**config.mk**
```make
export PLATFORM = sky130hd
export DESIGN_NAME = swsr_div
export DESIGN_NICKNAME = d
export VERILOG_FILES = /design/src/design/swsr_div.sv
export SDC_FILE = /design/constraint.sdc
export NUM_CORES = 1
export LEC_CHECK = 0
export ABC_AREA = 1
export BUFFER_PORTS_ARGS = -buffer_cell sky130_fd_sc_hd__buf_2
export CAP_MARGIN = 20
export CORE_ASPECT_RATIO = 0.9
export CORE_MARGIN = 2
export CORE_UTILIZATION = 60
export DETAILED_ROUTE_END_ITERATION = 16
export GPL_ROUTABILITY_DRIVEN = 0
export MAX_ROUTING_LAYER = met4
export PLACE_DENSITY = 0.81
export SLEW_MARGIN = 20
export SYNTH_ARGS = -nofsm -noshare
export SYNTH_HDL_FRONTEND = slang
export SYNTH_SLANG_ARGS = --single-unit
```
**constraint.sdc**
```tcl
create_clock -name clk -period 11.8 [get_ports clk]
set_clock_uncertainty 0.2 [all_clocks]
set_input_delay 1.77 -clock clk [delete_from_list [all_inputs] [get_ports clk]]
set_output_delay 1.77 -clock clk [all_outputs]
set_load 0.01 [all_outputs]
```
**src/design/swsr_div.sv**
```systemverilog
// Radix-2 restoring divider with saturation of the quotient to the data width.
module swsr_div #(
	parameter int W  = 32,
	parameter int NW = 67
) (
	input  logic                 clk,
	input  logic                 arst_n,
	input  logic                 start,
	input  logic signed [NW-1:0] dividend,
	input  logic        [W-1:0]  divisor,
	output logic                 done,
	output logic signed [W-1:0]  quotient
);
	localparam int CNTW = (W > 1) ? $clog2(W) : 1;

	logic            run_q;
	logic            done_q;
	logic [CNTW-1:0] cnt_q;
	logic            neg_q;
	logic            ovf_q;
	logic [W-1:0]    rem_q;
	logic [W-1:0]    lo_q;

	logic [NW-1:0]   mag;
	logic [NW-W-1:0] mag_hi;
	logic [W:0]      rem_sh;
	logic            fits;
	logic [W-1:0]    lim;
	logic [W-1:0]    qmag;

	// Magnitude of the dividend and the overflow test on its upper part.
	assign mag    = dividend[NW-1] ? NW'(-dividend) : NW'(dividend);
	assign mag_hi = mag[NW-1:W];
	assign rem_sh = {rem_q, lo_q[W-1]};
	assign fits   = rem_sh >= {1'b0, divisor};

	always_ff @(posedge clk or negedge arst_n) begin
		if (!arst_n) begin
			run_q  <= 1'b0;
			done_q <= 1'b0;
			cnt_q  <= '0;
		end else begin
			done_q <= 1'b0;
			if (start) begin
				run_q <= 1'b1;
				cnt_q <= '0;
			end else if (run_q) begin
				cnt_q <= cnt_q + 1'b1;
				if (cnt_q == CNTW'(W - 1)) begin
					run_q  <= 1'b0;
					done_q <= 1'b1;
				end
			end
		end
	end

	// One quotient bit each cycle; the quotient shifts in behind the dividend bits.
	always_ff @(posedge clk) begin
		if (start) begin
			neg_q <= dividend[NW-1];
			ovf_q <= mag_hi >= (NW-W)'(divisor);
			rem_q <= mag_hi[W-1:0];
			lo_q  <= mag[W-1:0];
		end else if (run_q) begin
			rem_q <= fits ? W'(rem_sh - {1'b0, divisor}) : rem_sh[W-1:0];
			lo_q  <= {lo_q[W-2:0], fits};
		end
	end

	// Saturate the magnitude and restore the sign.
	assign lim      = neg_q ? {1'b1, {(W-1){1'b0}}} : {1'b0, {(W-1){1'b1}}};
	assign qmag     = (ovf_q || lo_q > lim) ? lim : lo_q;
	assign quotient = neg_q ? $signed(W'(-qmag)) : $signed(qmag);
	assign done     = done_q;

endmodule

```
==> results of run 1 <==
-- cells in the final DEF (no fill, tap or decap), types with 9 or more instances in the layout --
cell type	instances
nand2_1	397
edfxtp_1	66
a31oi_1	10
inv_2	11
nor2_2	10
nand3b_1	34
nand4_1	25
clkbuf_16	9
o21ai_1	13
ha_1	100
o21a_1	10
xor2_1	48
xnor2_1	41
nor4_1	18
a21oi_1	69
buf_2	134
nand3_1	124
nor3_1	28
o21ai_0	74
inv_1	141
nor2_1	160
nand2_2	10
nand3_2	14
-- flip-flops by register name (all words and copies together), names as in the netlist --
signal	cells
run_q	1
done	1
neg_q	1
rem_q	32
ovf_q	1
lo_q	32
cnt_q	5
-- kinds of logic (layout without fill, tap and decap cells) --
kind of cell | count (synthesis) | count (layout)
DFF | 73 | 73
AOI/OAI and AO/OA | 217 | 217
adders and majority gates | 101 | 101
muxes | 1 | 1
and+or+nand+nor | 839 | 839
xor gates and xnor gates | 89 | 89
buffers and inverters | 201 | 311
-- per-layer routing --
layer | part of all wire | track usage
met5 | 0 | -
met4 | 0.024 | 0.09235
met3 | 0.11 | 0.06484
met2 | 0.40 | 0.4769
met1 | 0.46 | 0.5052
-- worst register-to-register path, cell delays in order (launching register included) --
cell and delay [ps]:
edfxtp_1 380, ha_1 370, inv_2 60, o31a_1 310, o21ai_2 160, a21oi_1 130, o21ai_2 280, nand2_1 140
nand2_2 140, nand3_2 130, nand2_2 120, nand2_4 260, nand2_4 450, nand2_1 140, nand3_1 100, nand2_1 100
-- stage by stage --
stage	cell area [um^2]	cells	setup WS, ps	hold slack, ps
floorplan	10140	1521	5845	276.1
global placement	10890	1826	4681	292.8
detailed placement	10890	1826	4440	303.4
CTS	11190	1842	4064	317.4
global route	11190	1842	3346	330.6
finish	11190	1842	3974	321.1
-- worst max path at each step --
| stage | end | slack, ps |
|---|---|---|
| floorplan | quotient[24] | 5840 |
| global placement | quotient[24] | 4680 |
| detailed placement | quotient[24] | 4440 |
| CTS | quotient[24] | 4060 |
| global route | quotient[24] | 3350 |
| finish | quotient[24] | 3970 |
-- power by group --
part	switching, W	internal (W)
Sequential	0.0000532	0.000376
Combinational	0.000709	0.000411
Clock	0.000124	0.000168
-- area by class of cell --
type	count	area share
clock buffer	9	0.02012
clock inverter	7	0.007489
inverter	155	0.05197
multi-input combinational	1247	0.6402
sequential	73	0.1927
tap	211	0.02358
timing repair buffer	140	0.06393
==> run summary, run 1 <==
Worst slew pin tran - 1056 ps
Max_cap viols - 0
CTS Hold Bufs - 0
Xor/xnor cell area share of the yosys netlist - 0.07690
Outcome - completed
Post-Synthesis Cells - 1521
Leakage - 5.402 nW
Height of the die - 127.3 um
Post-DR wirelength/cell - 16.16 um
Detailed placer's ending HPWL - 23520 um
Ys flop type - edfxtp_1
Reg clk slew, reported paths - 60 ps
Most frequent cell after synthesis - nand2_1
CP arrival - 5860 ps
Synth Area in Compound Gates - 0.1254
Nets - 1829
Largest family of logic cells by synthesized area - simple AND/OR/NAND/NOR gates
Final Hold Fails - 0
Slew headroom - 0.2944
Root Buffer - clkbuf_16
Initial antenna violation count - 0
HP Class - register to register
Fmax - 0.1278 GHz
Area of the die - 0.01795 mm^2
RSZ-0062 raised after global routing - no
Worst path slowest cell - nand2_1
Io pins - 135
Drt initial violations - 1197
Mean post-synth cell area - 6.664 um^2
Register area share after synthesis - 0.2128
Hold Path Sink - cnt_q[4]
Synthesis-to-finish area growth - 10.44%
WS Path Type - register to output pin
CTS H-tree depth - 3
Starting density of the core - 0.6061
CP Depth - 24
Synth cell types - 54
Global-route wire length before repair - 47800 um
Area share of the largest cell type after synthesis - 0.1955
Area of the multi-input gates - 0.007167 mm^2
N_diodes - 0
Post-CTS setup buffers - 0
Antenna-violating nets left - 0
FF-to-FF End - rem_q[18]
Crit path capture type - output pin
Synth top cells by count - nand2_1 (398), nor2_1 (160), inv_1 (141), nand3_1 (124), ha_1 (100)
WHS Path Cells - 2
CTS sink count - 73
Fill count - 1533
Synth area leaders - edfxtp_1 (20%), nand2_1 (15%), ha_1 (12%)
Total Routing Usage GR - 0.3418
Yosys top cell by area - edfxtp_1
PwrDens - 164.4 mW/mm^2
Delay-heaviest family, CP - simple AND/OR/NAND/NOR gates
EDFF count, synth - 66
Via/cell ratio - 5.890
CP Launch Point - neg_q
Max FO, Critical Path - 64
Post-synthesis register bit count - 73
Simple-Gate Fraction of Synth Area - 0.3780
Max IR drop VDD - 0.00009874 V
Mux share of post-synthesis cell area - 0.001111
Buffer and inverter count on the worst path - 4
Clk_lat worst skew - 360 ps
R2R Setup Slk - 8090 ps
FF-to-FF path depth - 15
Total power - 0.001841 W
Port Buffers - 134
Setup TNS Final - 0 ps
Yosys warnings - 0
Final min period - 7826 ps
Post-synth ARST share - 0.09589
Reg-to-Reg Start - rem_q[1]
Crit start category - register
Syn nets - 1724
Worst EP required - 9830 ps
# DRC - 0
CTS tree - built
Final period utilization - 0.6633
Cell mode on critical path - nand2_1
Storage element area - 0.002157 mm^2
Worst-path cell chain - buf_4 -> clkinv_1 -> ha_1 -> nand2_1 -> nor2_1 -> nand2_1 -> nor2_1 -> nand2_1 -> nand2_1 -> nand2_2 -> nand2_4 -> nand2_1 -> inv_1 -> ha_1 -> nand2_1 -> nor2_2 -> nand2_2 -> nor2_4 -> nand2_1 -> nand2_1 -> nand2_1 -> nand2_1 -> nand2_1 -> buf_2
Utilization after layout - 0.6694
Cell Rows - 45
Setup violators final - 0
Max Transition Viols Final - 0
Die X-Extent - 141.0 um
Congestion Overflow GR - 0
Startpoint of the worst hold path - cnt_q[4]
Post-CTS Resized - 0
Final wirelength - 29770 um
Post-synthesis adder-cell area fraction - 0.1254
Core ar. - 0.01672 mm^2
Largest net degree at the start of global routing - 99
Total CTS buffers - 9
Via count - 10849
Longest Clk Path Bufs - 2
Vias in the first global route - 9441
Mapped cell area - 0.01014 mm^2
TritonRoute pass-1 iters - 6
Layout cells sized above 1 - 0.1398
Critical Path Max Stage Delay - 770 ps
(Power assumes the default switching activity.)
==> inputs of run 2 (changes only) <==
- clock period: 11.8 -> 8.2 ns (I/O delays scaled with it)
==> run 2 against run 1 <==
Count of clock-buffer cells in the layout is the same. Clock power up 44%. Flip-flop and latch count unchanged. Critical path type unchanged.
==> run summary, run 2 (same netlist as run 1, synthesis figures left out) <==
Core ar. - 0.01672 mm^2
Fmax - 0.1477 GHz
Placed cell count - 1827
# DRC - 0
Max IR drop VDD - 0.0001524 V
TritonRoute pass-1 iters - 6
Initial antenna violation count - 1
Io pins - 135
Max Transition Viols Final - 0
Die X-Extent - 141.0 um
CP arrival - 5340 ps
Cell Count, Final, Fillers Out - 1844
Detailed placer's ending HPWL - 23450 um
Outcome - completed
Post-CTS setup buffers - 0
Reg clk slew, reported paths - 70 ps
Max FO, Critical Path - 64
Largest regs - lo_q x32, rem_q x32, cnt_q x5
Antenna-violating nets left - 0
Crit path capture type - output pin
Post-DR wirelength/cell - 16.23 um
Total CTS buffers - 9
GRT busiest layer - met1
Congestion Overflow GR - 0
CTS sink count - 73
Global-route wire length before repair - 47800 um
PwrDens - 237.3 mW/mm^2
Clk_lat worst skew - 350 ps
CTS tree - built
Nets - 1830
Crit start category - register
Total Routing Usage GR - 0.3403
Area of the die - 0.01795 mm^2
GR Util met2 - 0.4697
Final min period - 6769 ps
Worst EP required - 6770 ps
Final wirelength - 29940 um
Slew headroom - 0.3221
WS Path Type - register to output pin
CTS Hold Bufs - 0
Leakage - 5.407 nW
HP Class - register to register
Synthesis-to-finish area growth - 10.54%
RSZ-0062 raised after global routing - no
CTS H-tree depth - 3
Final period utilization - 0.8255
GR met1 Demand/Resource - 0.5020
Setup violators final - 0
Starting density of the core - 0.6061
Drt initial violations - 1322
Layout cells sized above 1 - 0.1403
Longest Clk Path Bufs - 2
Via/cell ratio - 5.922
Port Buffers - 134
Max_cap viols - 0
Fill count - 1528
Final Hold Fails - 0
Largest net degree at the start of global routing - 99
Setup TNS Final - 0 ps
Commonest non-fill, non-tap cell in the layout - nand2_1
Worst slew pin tran - 1016 ps
Commonest cells after routing, fill and taps aside - nand2_1 (397), nor2_1 (160), inv_1 (141), buf_2 (134), nand3_1 (124)
Via count - 10920
Height of the die - 127.3 um
Vias in the first global route - 9498
Post-CTS Resized - 0
Routing usage on met3 - 0.06934
Root Buffer - clkbuf_16
Cell Rows - 45
==> run 2: through the flow <==
stage / setup WS [ps] / util / hold slack, ps / power [W] / instance area, um^2
2_1_floorplan: 2785 / - / 276.1 / 0.001817 / 10140
3_3_place_gp: 2053 / 0.6514 / 293.3 / 0.002152 / 10890
3_5_place_dp: 1859 / 0.6514 / 302.8 / 0.002190 / 10890
4_1_cts: 1471 / 0.6699 / 317.3 / 0.002613 / 11200
5_1_grt: 793.3 / 0.6700 / 329.6 / 0.002863 / 11200
6_report: 1431 / 0.6700 / 314.4 / 0.002658 / 11200
==> run 2: cell type report <==
class	instances	area [um^2]	share of cell area
Timing Repair Buffer	141	723.2	0.06454
Inverter	155	581.8	0.05193
Multi-Input combinational cell	1247	7167	0.6396
Clock inverter	7	83.83	0.007482
Sequential cell	73	2157	0.1925
Antenna cell	1	2.502	0.0002233
Tap cell	211	264.0	0.02356
Clock buffer	9	225.2	0.02010
==> run 2: worst max-delay path: stages (launching register included) <==
cell      delay (ps)
edfxtp_1         320
buf_4            530
clkinv_1         650
ha_1             520
nand2_1           70
nor2_1           130
nand2_1           80
nor2_1           150
nand2_1           70
nand2_1           60
buf_4            310
nand2_2          150
nand2_4          450
nand2_1          110
inv_1             90
ha_1             160
nand2_1           70
nor2_2           230
nand2_2          150
nor2_4           160
nand2_1           90
nand2_1          100
nand2_1           60
nand2_1           50
nand2_1           50
buf_2            130
==> run 2: path summary, 6_finish.rpt <==
kind	start	end	slack [ps]	depth (start not counted)
worst max-delay path	neg_q	quotient[24]	1430	25
worst min-delay path	cnt_q[4]	cnt_q[4]	310	2
worst max register to register	rem_q[1]	rem_q[28]	4440	15
worst min register to register	cnt_q[4]	cnt_q[4]	310	2
max in group asynchronous	arst_n	cnt_q[3]	7140	1
min in group asynchronous	arst_n	cnt_q[2]	500	1
==> run 2: per-layer routing <==
layer / share of wire / vias to the layer above
met1: 0.45 / 4884
li1: - / 5338
met3: 0.12 / 81
met5: 0 / -
met4: 0.027 / 0
met2: 0.40 / 617
==> run 2: where the power goes <==
part           internal (W)  total (W)  switching, W
Clock              0.000242   0.000420      0.000178
Sequential         0.000541   0.000617     0.0000763
Combinational      0.000592    0.00162       0.00103
==> inputs of run 3 (changes only) <==
- CORE_UTILIZATION: 60 -> 55
- PLACE_DENSITY: 0.81 -> 0.78
- clock period: 8.2 -> 6.22 ns (I/O delays scaled with it)
==> run 3 against run 2 <==
Clock power grew 48%. Core utilization fell by 5.0 points. Flip-flop and latch count did not move. Sequential power is 32% higher. Register-to-register slack lost 2100 ps. Critical path type unchanged. Largest power group unchanged.
==> run summary, run 3 (same netlist as run 1, synthesis figures left out) <==
Outcome - completed
Starting density of the core - 0.5560
Max Transition Viols Final - 0
Synthesis-to-finish area growth - 11.50%
CP arrival - 4270 ps
Slew headroom - 0.5053
Antenna-violating nets left - 0
Max FO, Critical Path - 63
Post-DR wirelength/cell - 16.42 um
Cell Rows - 47
Height of the die - 132.8 um
Leakage - 5.443 nW
Final min period - 5399 ps
Commonest non-fill, non-tap cell in the layout - nand2_1
Reg-to-Reg Start - lo_q[31]
Worst slew pin tran - 735.2 ps
Total CTS buffers - 9
Fill count - 1758
Commonest cells after routing, fill and taps aside - nand2_1 (397), nor2_1 (160), inv_1 (141), buf_2 (134), nand3_1 (124)
Crit start category - register
Vias in the first global route - 9907
Largest net degree at the start of global routing - 74
HP Class - primary input to asynchronous set/reset pin
Reg clk slew, reported paths - 60 ps
Final wirelength - 30880 um
Total power - 0.003586 W
Layout cells sized above 1 - 0.1408
FF-to-FF path depth - 14
Initial antenna violation count - 2
Drt initial violations - 1063
Via count - 10923
Cell Count, Final, Fillers Out - 1881
Via/cell ratio - 5.807
RSZ-0062 raised after global routing - no
Io pins - 135
Buffer and inverter count on the worst path - 3
Fmax - 0.1852 GHz
Largest regs - lo_q x32, rem_q x32, cnt_q x5
CP Depth - 24
R2R Setup Slk - 2390 ps
Port Buffers - 134
Cell mode on critical path - nand2_1
Critical Path Max Stage Delay - 550 ps
Nets - 1832
Root Buffer - clkbuf_16
Core ar. - 0.01823 mm^2
Detailed placer's ending HPWL - 24240 um
Final Hold Fails - 0
Global-route wire length before repair - 49590 um
Max IR drop VDD - 0.0001780 V
# DRC - 0
Clk_lat worst skew - 360 ps
WS Path Type - register to output pin
CTS H-tree depth - 3
CTS sink count - 73
Setup TNS Final - 0 ps
Congestion Overflow GR - 0
Max_cap viols - 0
Setup violators final - 0
TritonRoute pass-1 iters - 6
Worst path slowest cell - buf_4
Final period utilization - 0.8680
Longest Clk Path Bufs - 2
Area of the die - 0.01953 mm^2
Placed cell count - 1863
Die X-Extent - 147.1 um
Post-CTS setup buffers - 0
FF-to-FF End - rem_q[28]
Delay-heaviest family, CP - simple AND/OR/NAND/NOR gates
Worst EP required - 5090 ps
CTS tree - built
Crit path capture type - output pin
PwrDens - 317.3 mW/mm^2
Total Routing Usage GR - 0.3260
Post-CTS Resized - 0
Worst-path cell chain - buf_4 -> ha_1 -> a21oi_1 -> nand2_1 -> nand2_1 -> nand3_1 -> a21oi_1 -> nand2_1 -> nand2_1 -> nand2_2 -> nand2_4 -> nand2_1 -> inv_1 -> ha_1 -> nand2_1 -> nor2_2 -> nand2_2 -> nor2_4 -> nand2_1 -> nand2_1 -> nand2_1 -> nand2_1 -> nand2_1 -> buf_2
CTS Hold Bufs - 0
run 3: changes by cell type in the layout (fill, tap and decap cells not counted), sizes merged:
| cell | before | now |
|---|---|---|
| inv | 156 | 153 |
| buf | 141 | 143 |
| bufinv | 1 | 3 |
| clkinvlp | 1 | 0 |
| clkinv | 4 | 6 |
| diode | 1 | 2 |
run 3: metal layers:
metal | vias up | global-route usage | part of all wire
li1 | 5339 | - | -
met1 | 4919 | 0.4556 | 0.45
met2 | 587 | 0.4626 | 0.41
met3 | 78 | 0.07241 | 0.11
met4 | 0 | 0.1159 | 0.032
met5 | - | - | 0
run 3: metrics by stage:
stage | hold WS (ps) | utilization | cell area [um^2] | setup slack (ps)
2_1_floorplan | 276.1 | - | 10140 | 1102
3_3_place_gp | 292.2 | 0.6007 | 10950 | 1182
3_5_place_dp | 304.2 | 0.6007 | 10950 | 1152
4_1_cts | 197.9 | 0.6194 | 11290 | 828.3
5_1_grt | 204.1 | 0.6200 | 11300 | 385.1
6_report | 199.8 | 0.6200 | 11300 | 821.2
run 3: final cells by class:
class	count	area [um^2]	area share
clock inverters	7	116.4	0.01030
diodes	2	5.005	0.0004428
clock buffers	9	225.2	0.01993
multi-input cells	1247	7172	0.6346
inverters	155	581.8	0.05148
flip-flops and latches	73	2157	0.1909
well taps	245	306.5	0.02712
repair buffers	143	738.2	0.06532
run 3: power breakdown:
group	leakage, nW	internal [W]	switching, W
logic	4.47	0.000782	0.00137
clock network	0.167	0.000392	0.000228
registers	0.806	0.000713	0.000103
run 3: how the worst max path moves through the flow:
stage,from,to
floorplan,neg_q,quotient[24]
global placement,dividend[1],ovf_q
detailed placement,dividend[1],ovf_q
CTS,neg_q,quotient[24]
global route,neg_q,quotient[24]
finish,neg_q,quotient[24]
run 3: worst register-to-register path, cell delays in order, from the launching register on:
cell and delay (ps):
edfxtp_1 420, inv_1 90, ha_1 240, fa_1 430, o21ai_1 140, o21ai_0 140, o21ai_1 430, a21oi_1 260
o21ai_0 490, nand2_1 100, o211ai_1 240, xnor2_1 190, nand2_1 80, nand3_1 80, nand2_1 60
